## config.mk

```make
export PLATFORM = sky130hd
export DESIGN_NAME = calendar_clock_with_setting_core
export DESIGN_NICKNAME = d
export VERILOG_FILES = /design/src/design/rtc_pkg.sv /design/src/design/rtc_tick.sv /design/src/design/rtc_setmap.sv /design/src/design/rtc_ctrl.sv /design/src/design/calendar_clock_with_setting_core.sv
export SDC_FILE = /design/constraint.sdc
export NUM_CORES = 1
export LEC_CHECK = 0
export BUFFER_PORTS_ARGS = -buffer_cell sky130_fd_sc_hd__buf_2
export CORE_ASPECT_RATIO = 1.1
export CORE_MARGIN = 3
export CORE_UTILIZATION = 55
export DETAILED_ROUTE_END_ITERATION = 16
export PLACE_DENSITY = 0.8
export SLEW_MARGIN = 10
export SYNTH_ARGS = -nofsm -noshare
export SYNTH_HDL_FRONTEND = slang
export SYNTH_SLANG_ARGS = --single-unit
```

## constraint.sdc

```tcl
create_clock -name clk -period 18.8 [get_ports clk]
set_input_delay 0.94 -clock clk [delete_from_list [all_inputs] [get_ports clk]]
set_output_delay 0.94 -clock clk [all_outputs]
set_load 0.005 [all_outputs]
```

## src/design/rtc_pkg.sv

```systemverilog
`default_nettype none
// ----------------------------------------------------------------------------
// rtc_pkg
// shared types, constants and the month length function of the calendar clock
// ----------------------------------------------------------------------------
package rtc_pkg;

  localparam int unsigned ADC_BITS         = 10;
  localparam int unsigned TICKS_PER_SECOND = 100;
  localparam int unsigned CENTI_W =
    ($clog2(TICKS_PER_SECOND) > 7) ? $clog2(TICKS_PER_SECOND) : 7;

  localparam logic [CENTI_W-1:0] CENTI_LAST  = CENTI_W'(TICKS_PER_SECOND - 1);
  localparam logic [5:0]         SIXTY_LAST  = 6'd59;
  localparam logic [4:0]         HOUR_LAST   = 5'd23;
  localparam logic [3:0]         MONTH_LAST  = 4'd12;
  localparam logic [6:0]         YEAR_LAST   = 7'd99;
  localparam logic [6:0]         YEAR_NOLEAP = 7'd100;

  typedef enum logic [2:0] {
    MODE_SET_YEAR   = 3'd0,
    MODE_SET_MONTH  = 3'd1,
    MODE_SET_DAY    = 3'd2,
    MODE_SET_HOUR   = 3'd3,
    MODE_SET_MINUTE = 3'd4,
    MODE_SET_SECOND = 3'd5,
    MODE_WAIT       = 3'd6,
    MODE_RUN        = 3'd7
  } mode_t;

  typedef struct packed {
    logic [6:0]         year;
    logic [3:0]         month;
    logic [4:0]         day;
    logic [4:0]         hour;
    logic [5:0]         minute;
    logic [5:0]         second;
    logic [CENTI_W-1:0] centi;
  } rtc_time_t;

  typedef struct packed {
    logic                action;
    logic [ADC_BITS-1:0] adc;
    logic                next_level;
    logic                next_later;
    logic                start_level;
    logic                start_later;
  } item_t;

  // days in month, years counted from 2000
  function automatic logic [4:0] month_days(input logic [3:0] m, input logic [6:0] y);
    logic       leap;
    logic [3:0] mm;
    logic [4:0] days;
    leap = (y[1:0] == 2'b00) && (y != YEAR_NOLEAP);
    mm   = m;
    if (m == 4'd0) begin
      mm = 4'd1;
    end else if (m > MONTH_LAST) begin
      mm = MONTH_LAST;
    end
    case (mm)
      4'd2:                      days = leap ? 5'd29 : 5'd28;
      4'd4, 4'd6, 4'd9, 4'd11:   days = 5'd30;
      default:                   days = 5'd31;
    endcase
    return days;
  endfunction

endpackage
`default_nettype wire

```

## src/design/rtc_tick.sv

```systemverilog
`default_nettype none
// ----------------------------------------------------------------------------
// rtc_tick
// one-tick advance of the time with the carry cascade up to the year
// ----------------------------------------------------------------------------
module rtc_tick (
  input  rtc_pkg::rtc_time_t time_i,
  output rtc_pkg::rtc_time_t time_o
);
  import rtc_pkg::*;

  logic       c_wrap, s_wrap, m_wrap, h_wrap, d_wrap, mo_wrap;
  logic [4:0] last_day;

  always_comb begin
    last_day = month_days(time_i.month, time_i.year);
    c_wrap   = (time_i.centi >= CENTI_LAST);
    s_wrap   = c_wrap && (time_i.second >= SIXTY_LAST);
    m_wrap   = s_wrap && (time_i.minute >= SIXTY_LAST);
    h_wrap   = m_wrap && (time_i.hour >= HOUR_LAST);
    d_wrap   = h_wrap && (time_i.day >= last_day);
    mo_wrap  = d_wrap && (time_i.month >= MONTH_LAST);

    time_o        = time_i;
    time_o.centi  = c_wrap ? '0 : time_i.centi + CENTI_W'(1);
    if (c_wrap) begin
      time_o.second = s_wrap ? 6'd0 : time_i.second + 6'd1;
    end
    if (s_wrap) begin
      time_o.minute = m_wrap ? 6'd0 : time_i.minute + 6'd1;
    end
    if (m_wrap) begin
      time_o.hour = h_wrap ? 5'd0 : time_i.hour + 5'd1;
    end
    if (h_wrap) begin
      time_o.day = d_wrap ? 5'd1 : time_i.day + 5'd1;
    end
    if (d_wrap) begin
      time_o.month = mo_wrap ? 4'd1 : time_i.month + 4'd1;
    end
    if (mo_wrap) begin
      time_o.year = (time_i.year >= YEAR_LAST) ? 7'd0 : time_i.year + 7'd1;
    end
  end

endmodule
`default_nettype wire

```

## src/design/rtc_setmap.sv

```systemverilog
`default_nettype none
// ----------------------------------------------------------------------------
// rtc_setmap
// scales the potentiometer sample onto the range of the field being set
// ----------------------------------------------------------------------------
module rtc_setmap (
  input  rtc_pkg::mode_t                mode_i,
  input  rtc_pkg::rtc_time_t            time_i,
  input  logic [rtc_pkg::ADC_BITS-1:0]  adc_i,
  output logic [6:0]                    value_o
);
  import rtc_pkg::*;

  logic [6:0]            lo;
  logic [6:0]            span;
  logic [7:0]            range_v;
  logic [ADC_BITS+7:0]   prod;
  logic [7:0]            scaled;
  logic [7:0]            clamped;
  logic [4:0]            days;

  always_comb begin
    days = month_days(time_i.month, time_i.year);
    case (mode_i)
      MODE_SET_YEAR:   begin lo = 7'd0; span = 7'd99; end
      MODE_SET_MONTH:  begin lo = 7'd1; span = 7'd11; end
      MODE_SET_DAY:    begin lo = 7'd1; span = {2'b00, days} - 7'd1; end
      MODE_SET_HOUR:   begin lo = 7'd0; span = 7'd23; end
      MODE_SET_MINUTE: begin lo = 7'd0; span = 7'd59; end
      MODE_SET_SECOND: begin lo = 7'd0; span = 7'd59; end
      default:         begin lo = 7'd0; span = 7'd0;  end
    endcase
    range_v = {1'b0, span} + 8'd1;
    prod    = {8'd0, adc_i} * {{ADC_BITS{1'b0}}, range_v};
    scaled  = prod[ADC_BITS +: 8];
    clamped = (scaled > {1'b0, span}) ? {1'b0, span} : scaled;
    value_o = lo + clamped[6:0];
  end

endmodule
`default_nettype wire

```

## src/design/rtc_ctrl.sv

```systemverilog
`default_nettype none
// ----------------------------------------------------------------------------
// rtc_ctrl
// time and mode registers, button edge detection and the setting sequence
// ----------------------------------------------------------------------------
module rtc_ctrl (
  input  logic               clk,
  input  logic               rst_n,
  input  logic               adv,
  input  rtc_pkg::item_t     item,
  output rtc_pkg::rtc_time_t time_o,
  output rtc_pkg::mode_t     mode_o,
  output logic               upd_o
);
  import rtc_pkg::*;

  rtc_time_t time_r, time_nxt, time_adv;
  mode_t     mode_r, mode_nxt;
  logic      next_last_r, next_last_nxt;
  logic      start_last_r, start_last_nxt;
  logic      upd_r, upd_nxt;
  logic [6:0] set_val;
  logic      next_edge, start_edge, in_setting;

  rtc_tick u_tick (
    .time_i (time_r),
    .time_o (time_adv)
  );

  rtc_setmap u_setmap (
    .mode_i  (mode_r),
    .time_i  (time_r),
    .adc_i   (item.adc),
    .value_o (set_val)
  );

  assign next_edge  = !item.next_level && next_last_r && !item.next_later;
  assign start_edge = !item.start_level && start_last_r && !item.start_later;
  assign in_setting = (mode_r != MODE_WAIT) && (mode_r != MODE_RUN);

  // next mode
  always_comb begin
    mode_nxt = mode_r;
    if (adv && item.action) begin
      if (in_setting && next_edge) begin
        mode_nxt = mode_t'(3'(mode_r + 3'd1));
      end else if ((mode_r == MODE_WAIT) && start_edge) begin
        mode_nxt = MODE_RUN;
      end
    end
  end

  // time, edge history and update flag
  always_comb begin
    time_nxt       = time_r;
    next_last_nxt  = next_last_r;
    start_last_nxt = start_last_r;
    upd_nxt        = upd_r;
    if (adv) begin
      upd_nxt = !item.action && (mode_r == MODE_RUN);
      if (!item.action) begin
        if (mode_r == MODE_RUN) begin
          time_nxt = time_adv;
        end
      end else begin
        case (mode_r)
          MODE_SET_YEAR:   time_nxt.year   = set_val;
          MODE_SET_MONTH:  time_nxt.month  = set_val[3:0];
          MODE_SET_DAY:    time_nxt.day    = set_val[4:0];
          MODE_SET_HOUR:   time_nxt.hour   = set_val[4:0];
          MODE_SET_MINUTE: time_nxt.minute = set_val[5:0];
          MODE_SET_SECOND: time_nxt.second = set_val[5:0];
          MODE_WAIT: begin
            start_last_nxt = item.start_level;
            if (start_edge) begin
              time_nxt.centi = '0;
            end
          end
          default: ;
        endcase
        if (in_setting) begin
          next_last_nxt = item.next_level;
        end
      end
    end
  end

  always_ff @(posedge clk) begin
    if (!rst_n) begin
      time_r.year   <= 7'd0;
      time_r.month  <= 4'd1;
      time_r.day    <= 5'd1;
      time_r.hour   <= 5'd0;
      time_r.minute <= 6'd0;
      time_r.second <= 6'd0;
      time_r.centi  <= '0;
      mode_r        <= MODE_SET_YEAR;
      next_last_r   <= 1'b1;
      start_last_r  <= 1'b1;
      upd_r         <= 1'b0;
    end else begin
      time_r        <= time_nxt;
      mode_r        <= mode_nxt;
      next_last_r   <= next_last_nxt;
      start_last_r  <= start_last_nxt;
      upd_r         <= upd_nxt;
    end
  end

  assign time_o = time_r;
  assign mode_o = mode_r;
  assign upd_o  = upd_r;

  a_upd_running: assert property (@(posedge clk) disable iff (!rst_n)
    upd_r |-> (mode_r == MODE_RUN))
    else $error("display update outside running mode");

  a_hold_when_idle: assert property (@(posedge clk) disable iff (!rst_n)
    !adv |=> ($stable(time_r) && $stable(mode_r)))
    else $error("state changed without a transaction");

  a_mode_step: assert property (@(posedge clk) disable iff (!rst_n)
    (adv && (mode_r != MODE_WAIT) && (mode_r != MODE_RUN)) |=>
      ((mode_r == $past(mode_r)) || (3'(mode_r) == 3'($past(mode_r) + 3'd1))))
    else $error("setting mode skipped a step");

  a_day_range: assert property (@(posedge clk) disable iff (!rst_n)
    (time_r.day != 5'd0) && (time_r.day <= month_days(time_r.month, time_r.year)))
    else $error("day outside its month");

endmodule
`default_nettype wire

```

## src/design/calendar_clock_with_setting_core.sv

```systemverilog
`default_nettype none
// ----------------------------------------------------------------------------
// calendar_clock_with_setting_core
// calendar clock for 2000 to 2099 with potentiometer setting and start button
// ----------------------------------------------------------------------------
// Every input transaction (a tick or a control poll) yields exactly one result
// transaction showing the time and mode after it. The block takes one
// transaction per cycle while out_ready is high: an input register feeds the
// update logic, and the clock registers themselves form the result register,
// so a result stays held while out_ready is low. While a result waits, the
// input register can still take one transaction; once it holds one, in_ready
// stays low until the result is taken.
module calendar_clock_with_setting_core (
  input  logic                         clk,
  input  logic                         rst_n,
  input  logic                         in_valid,
  output logic                         in_ready,
  input  logic                         in_action,
  input  logic [rtc_pkg::ADC_BITS-1:0] in_adc_value,
  input  logic                         in_next_level,
  input  logic                         in_next_level_later,
  input  logic                         in_start_level,
  input  logic                         in_start_level_later,
  output logic                         out_valid,
  input  logic                         out_ready,
  output logic [6:0]                   out_year_out,
  output logic [3:0]                   out_month_out,
  output logic [4:0]                   out_day_out,
  output logic [4:0]                   out_hour_out,
  output logic [5:0]                   out_minute_out,
  output logic [5:0]                   out_second_out,
  output logic [6:0]                   out_centi_out,
  output logic [2:0]                   out_mode_out,
  output logic                         out_display_update
);
  import rtc_pkg::*;

  item_t     item_r;
  logic      in_valid_r;
  logic      out_valid_r;
  logic      adv;
  rtc_time_t time_cur;
  mode_t     mode_cur;
  logic      upd_cur;

  assign adv      = in_valid_r && (!out_valid_r || out_ready);
  assign in_ready = !in_valid_r || adv;

  always_ff @(posedge clk) begin
    if (!rst_n) begin
      in_valid_r  <= 1'b0;
      out_valid_r <= 1'b0;
    end else begin
      if (in_ready) begin
        in_valid_r <= in_valid;
      end
      if (adv) begin
        out_valid_r <= 1'b1;
      end else if (out_ready) begin
        out_valid_r <= 1'b0;
      end
    end
  end

  always_ff @(posedge clk) begin
    if (in_valid && in_ready) begin
      item_r.action      <= in_action;
      item_r.adc         <= in_adc_value;
      item_r.next_level  <= in_next_level;
      item_r.next_later  <= in_next_level_later;
      item_r.start_level <= in_start_level;
      item_r.start_later <= in_start_level_later;
    end
  end

  rtc_ctrl u_ctrl (
    .clk    (clk),
    .rst_n  (rst_n),
    .adv    (adv),
    .item   (item_r),
    .time_o (time_cur),
    .mode_o (mode_cur),
    .upd_o  (upd_cur)
  );

  assign out_valid          = out_valid_r;
  assign out_year_out       = time_cur.year;
  assign out_month_out      = time_cur.month;
  assign out_day_out        = time_cur.day;
  assign out_hour_out       = time_cur.hour;
  assign out_minute_out     = time_cur.minute;
  assign out_second_out     = time_cur.second;
  assign out_centi_out      = time_cur.centi[6:0];
  assign out_mode_out       = mode_cur;
  assign out_display_update = upd_cur;

endmodule
`default_nettype wire

```

== Word-level counts from Yosys, hierarchy flattened ==
Cells that the tools add are included.

* Output and inout bits: 46
* Word-level logic and storage cells: 148
* Input bits: 19
* Register bits after elaboration: 63

* Reductions and logical operators: 51
* Add/sub/neg operators: 11
* Multiply operators: 1
* Muxes and demuxes: 34
* Eq/ne operators: 23
* Magnitude comparators: 9

{| class="wikitable"
|+ Operators with widths
! cell !! count
|-
| $mux W40 || 2
|-
| $mux W7 || 7
|-
| $mux W6 || 6
|-
| $pmux W7 S5 || 1
|-
| $mux W5 || 6
|-
| $reduce_and A4 Y1 || 7
|-
| $mux W4 || 5
|-
| $mul A10 B8 Y18 || 1
|-
| $reduce_bool A2 Y1 || 9
|-
| $logic_and A1 B1 Y1 || 17
|-
| $ne A2 B1 Y1 const B || 8
|-
| $add A7 B1 Y7 const B || 2
|-
| $ge A7 B7 Y1 const B || 2
|-
| $add A6 B1 Y6 const B || 2
|-
| $eq A3 B3 Y1 const B || 4
|-
| $ge A6 B6 Y1 const B || 2
|-
| $add A5 B1 Y5 const B || 2
|-
| $add A7 B1 Y8 const B || 1
|-
| $eq A4 B3 Y1 const B || 2
|-
| $eq A4 B4 Y1 const B || 2
|-
| $gt A8 B7 Y1 || 1
|-
| $add A7 B7 Y7 || 1
|-
| $logic_not A1 Y1 || 7
|-
| $ne A7 B7 Y1 const B || 1
|-
| other kinds (22) || 31
|}

== Depth between registers and ports, before layout ==
* Word-level depth: 15
* Mapped depth: 44
* Mapped depth without buffers: 44

== Hierarchy ==
A second synthesis with hierarchy kept.

* Cells, all modules: 871
* Area total of the unflattened synthesis: 7594.8 um^2

{| class="wikitable"
|+ By module, submodules not included
! module !! cells an instance !! seq. area each (um^2) !! area each (um^2) !! instances
|-
| rtc_setmap || 388 || 0.0 || 3271.9 || 1
|-
| rtc_ctrl || 262 || 920.9 || 2509.9 || 1
|-
| rtc_tick || 197 || 0.0 || 1258.7 || 1
|-
| calendar_clock_with_setting_core || 24 || 490.5 || 554.3 || 1
|}

== Worst setup path after synthesis ==
No wires, ideal clock.

* Path type: reg2reg
* Start point: register u_ctrl.time_r (netlist bit u_ctrl.time_o[29])
* End point: register u_ctrl.time_r (netlist bit u_ctrl.time_o[38])
* Slack: 8.816 ns
* Arrival: 9.862 ns
* Clock period less this slack: 9.984 ns
* Data required time: 18.678 ns
* Buffers on the path: 0
* Library setup time: 0.122 ns
* Cell stages (with the launch flop): 41
* Cell sequence: dfxtp_1 -> inv_1 -> ha_1 -> or4b_1 -> nor2_1 -> a21oi_1 -> inv_1 -> ha_1 -> nor3b_1 -> nor4_1 -> or3_1 -> nor4_1 -> nand2_1 -> fa_1 -> fa_1 -> inv_1 -> fa_1 -> inv_1 -> [5 not listed] -> nand2_1 -> o31a_2 -> xnor2_1 -> inv_1 -> ha_1 -> nor2b_1 -> o21a_1 -> o21ai_0 -> a21oi_1 -> o22a_1 -> nor3_2 -> mux2i_1 -> ha_1 -> nand2_1 -> or4_1 -> xnor2_1 -> mux2_2 -> o311a_1

* Cells in the longest elaborated chain, start to end: 15
* Elaborated cells between the ends (all ways): 26
* Classes of those cells: 3 x add/sub; 1 x mul; 4 x order compare; 5 x eq/ne; 7 x mux; 6 x reduce/logical

{| class="wikitable"
|+ Ends and longest elaborated chain
! what !! line !! text
|-
| from (decl) || rtc_ctrl.sv:17 || <nowiki>rtc_time_t time_r, time_nxt, time_adv;</nowiki>
|-
| from (signal assigned) || rtc_ctrl.sv:102 || <nowiki>time_r <= time_nxt;</nowiki>
|-
| $gt A4 B4 Y1 || rtc_pkg.sv:59 || <nowiki>end else if (m > MONTH_LAST) begin</nowiki>
|-
| $mux W4 || rtc_pkg.sv:59 ||
|-
| $mux W4 || rtc_pkg.sv:57 || <nowiki>if (m == 4'd0) begin</nowiki>
|-
| $eq A4 B3 Y1 or $eq A4 B4 Y1 (tied branches) || rtc_pkg.sv:62 || <nowiki>case (mm)</nowiki>
|-
| $reduce_or A4 Y1 || rtc_pkg.sv:62 ||
|-
| $pmux W2 S2 || rtc_pkg.sv:62 ||
|-
| $sub A5 B1 Y6 || rtc_setmap.sv:27 || <nowiki>MODE_SET_DAY: begin lo = 7'd1; span = {2'b00, days} - 7'd1; end</nowiki>
|-
| $pmux W7 S5 || rtc_setmap.sv:24 || <nowiki>case (mode_i)</nowiki>
|-
| $add A7 B1 Y8 || rtc_setmap.sv:33 || <nowiki>range_v = {1'b0, span} + 8'd1;</nowiki>
|-
| $mul A10 B8 Y18 || rtc_setmap.sv:34 || <nowiki>prod = {8'd0, adc_i} * {{ADC_BITS{1'b0}}, range_v};</nowiki>
|-
| $gt A8 B7 Y1 || rtc_setmap.sv:36 || <nowiki>clamped = (scaled > {1'b0, span}) ? {1'b0, span} : scaled;</nowiki>
|-
| $mux W7 || rtc_setmap.sv:36 ||
|-
| $add A7 B7 Y7 || rtc_setmap.sv:37 || <nowiki>value_o = lo + clamped[6:0];</nowiki>
|-
| $mux W7 || rtc_ctrl.sv:66 || <nowiki>case (mode_r)</nowiki>
|-
| $mux W40 || rtc_ctrl.sv:61 || <nowiki>if (!item.action) begin</nowiki>
|}

Parallel ways exist; a longest one is shown, timed or not. The select of a mux whose other input is x is not followed.
A chain may end at the register's enable or synchronous reset.

== Worst setup path in the final report ==
Same ends and word-level chain as after synthesis.

==> impl_metrics.tcl <==
set metrics [dict create \
    tightest_slew_ns 0.956 \
    layout.cells.most_common "inv_1" \
    start_util 0.568 \
    dp_cells 978 \
    grt_antenna_before_repair 0 \
    synth_cells 777 \
    crit_path_max_fanout 10 \
    synth_top_area_frac 0.147 \
    grt_pass1_wl_mm 26.3 \
    hpwl_mm 11.3 \
    overflow 0 \
    critical_path_buf_inv_count 6 \
    dpl-instance-area_um2 7000 \
    setup-tns-final_ns 0 \
    start_kind "flop" \
    grt_pass1_vias 5543 \
    track_usage 0.250 \
    cp.arrival_ns 11.12 \
    setup_viol 0 \
    critical_path.endpoint "u_ctrl.time_o[38]" \
    cts_setup_buffers 0 \
    synth.top_cells.by_area "dfxtp_1 (15%), fa_1 (14%), ha_1 (13%)" \
    critPathMaxStageDelay_ns 0.61 \
    layout.nets 971 \
    antenna_cells 0 \
    die-width_um 110 \
    maxSlewHeadroom 0.344 \
    row_count 41 \
    fin_skew_ns 0.0147 \
    numCtsBuffers 9 \
    drv_cap 0 \
    antenna_left 0 \
    wire_per_inst_um 15.4 \
    max_freq_mhz 91.9 \
    rsz0062_at_grt "no" \
    dr.pass1.iters 5 \
    fillers 1015 \
    cp-end-kind "flop" \
    clock_latency_ns 0.35 \
    period_share 0.579 \
    die-area_um2 13300 \
    synth_compound_area_frac 0.183 \
    cts-resized-gates 0 \
    worst_path_dominant_cell_family "adder cells" \
    seq_area_frac_synth 0.215 \
    synth_top_family_by_area "adder cells" \
    hold_path.class "reg -> reg" \
    die_h_um 120 \
    synthArstFlopShare 0 \
    gp_congestion 0.924 \
    r2r_cells 42 \
    drv_slew 0 \
    regToRegStartpoint "u_ctrl.time_o[29]" \
    ys_ff_latch 63 \
    yosysTopAreaCell "dfxtp_1" \
    cts_sinks 63 \
    synthesis.nets 909 \
    cp-startpoint "u_ctrl.time_o[29]" \
    synth_xor_area_frac 0.0267 \
    drc 0 \
    ys.flop_type "dfxtp_1" \
    avgViaCountPerCell 5.78 \
    coreArea_um2 11500 \
    io_pins 65 \
    status "completed" \
    drive_above_1_share 0.128 \
    area_delta_synth_final_pct 11.5 \
    holdWs_ns 0.487 \
    syn-cell-area_um2 6550 \
    grt_start_max_net_pins 37 \
    reg2reg_to "u_ctrl.time_o[38]" \
    layout_common_cells "inv_1 (98), ha_1 (66), buf_2 (64), o21ai_0 (63), nor2_1 (51)" \
    port_buffers 64 \
    final.min_clock_period_ns 10.88 \
    synth_warnings 0 \
    path_depth 42 \
    stdcell_count 994 \
    ctsHoldBuffers 0 \
    cp.required_ns 19.04 \
    cp_slowest_cell "xnor2_1" \
    h-tree-depth 3 \
    drtIter0Drc 317 \
    leakagePower_nw 3.33 \
    ys_types 73 \
    synthAdderAreaFrac 0.270 \
    cts_tree "yes" \
    cts_root_buffer "clkbuf_16" \
    hold_viol 0 \
    powerDensity_nw_per_um2 78.9 \
    wirelength_mm 15.3 \
    clkSlewWorstSetupHoldPaths_ns 0.07 \
    synth-edff-count 15 \
    avgSynthCellArea_um2 8.43 \
    via_count 5743 \
    synth.area.mux_share 0.00935 \
    clockBufferDepth 2 \
    vdd_ir_drop_max_mv 0.0751 \
    r2r_slack_ns 7.92 \
    synthSimpleGateAreaFrac 0.225 \
    crit_type "reg -> reg" \
    final_area_um2 7310 \
]
[sequential cells by signal, summed over array words and instances (netlist names)]
register             cells
item_r                  15
u_ctrl.next_last_r       1
in_valid_r               1
u_ctrl.start_last_r      1
u_ctrl.upd_o             1
out_valid                1
u_ctrl.mode_o            3
u_ctrl.time_o           40
[power by group]
group	internal, W	switching, W	total (W)	leakage, nW
logic	0.000100	0.000154	0.000255	2.64
clock network	0.000107	0.0000683	0.000175	0.153
registers	0.000142	0.00000449	0.000147	0.534
total	0.000349	0.000227	0.000577	3.33
[synthesized netlist by cell type, types with 9 or more instances]
cell      number
a31oi_1       15
fa_1          47
inv_1         98
nor2b_1       31
and2_1        38
o21ai_0       63
o21a_1        10
nor2_1        51
xnor2_1       12
edfxtp_1      15
nand3_1       21
nor4_1        11
nor3_1         9
a21oi_1       45
nand2_1       45
clkbuf_1      11
nand2b_1      15
ha_1          66
dfxtp_1       48
[worst register-to-register path, delay by kind of cell, from the launching register on]
kind,cells,cell delay [ns]
adder cells (fa/ha/maj),10,3.61
AND/OR/NAND/NOR,12,2.86
AO/OA/AOI/OAI,9,1.66
XOR/XNOR,3,1.10
multiplexers,2,0.54
flip-flops,1,0.53
buffers and inverters,6,0.45
[logic make-up (layout without fill, tap and decap cells)]
| logic type | count (synthesis) | after routing |
|---|---|---|
| simple gates | 270 | 270 |
| flops | 63 | 63 |
| fa+ha+maj | 113 | 113 |
| buf+inv | 116 | 183 |
| xor+xnor | 20 | 20 |
| mux | 6 | 6 |
| compound gates | 189 | 189 |
[metrics by stage]
step	setup WS (ns)	power, W	utilization
floorplan	8.82	0.000340	-
global placement	8.35	0.000394	0.606
detailed placement	8.10	0.000398	0.606
CTS	7.98	0.000577	0.633
global route	6.93	0.000623	0.633
finish	7.92	0.000577	0.633
[routing by layer]
layer / vias to the layer above / part of all wire / GRT usage
li1: 2826 / - / -
met1: 2721 / 0.45 / 0.340
met2: 175 / 0.47 / 0.395
met3: 21 / 0.060 / 0.0555
met4: 0 / 0.016 / 0.0803
met5: - / 0 / 0
[how the worst min path moves through the flow]
stage / start / end / cells after the start
after floorplan: u_ctrl.next_last_r / u_ctrl.next_last_r / 2
after global placement: u_ctrl.upd_o / u_ctrl.upd_o / 2
after detailed placement: u_ctrl.upd_o / u_ctrl.upd_o / 2
after CTS: u_ctrl.upd_o / u_ctrl.upd_o / 2
after global routing: u_ctrl.next_last_r / u_ctrl.next_last_r / 2
final: u_ctrl.upd_o / u_ctrl.upd_o / 2
[layout make-up]
type                       count  area (um2)  share of cell area
clock buffer                  10         239              0.0327
inverter                      98         368              0.0504
timing repair buffer          69         358              0.0490
sequential                    63        1410               0.193
clock inverter                 6        67.6             0.00925
multi-input combinational    598        4670               0.640
tap                          150         188              0.0257
No activity file was read; power rests on OpenSTA's default activity.
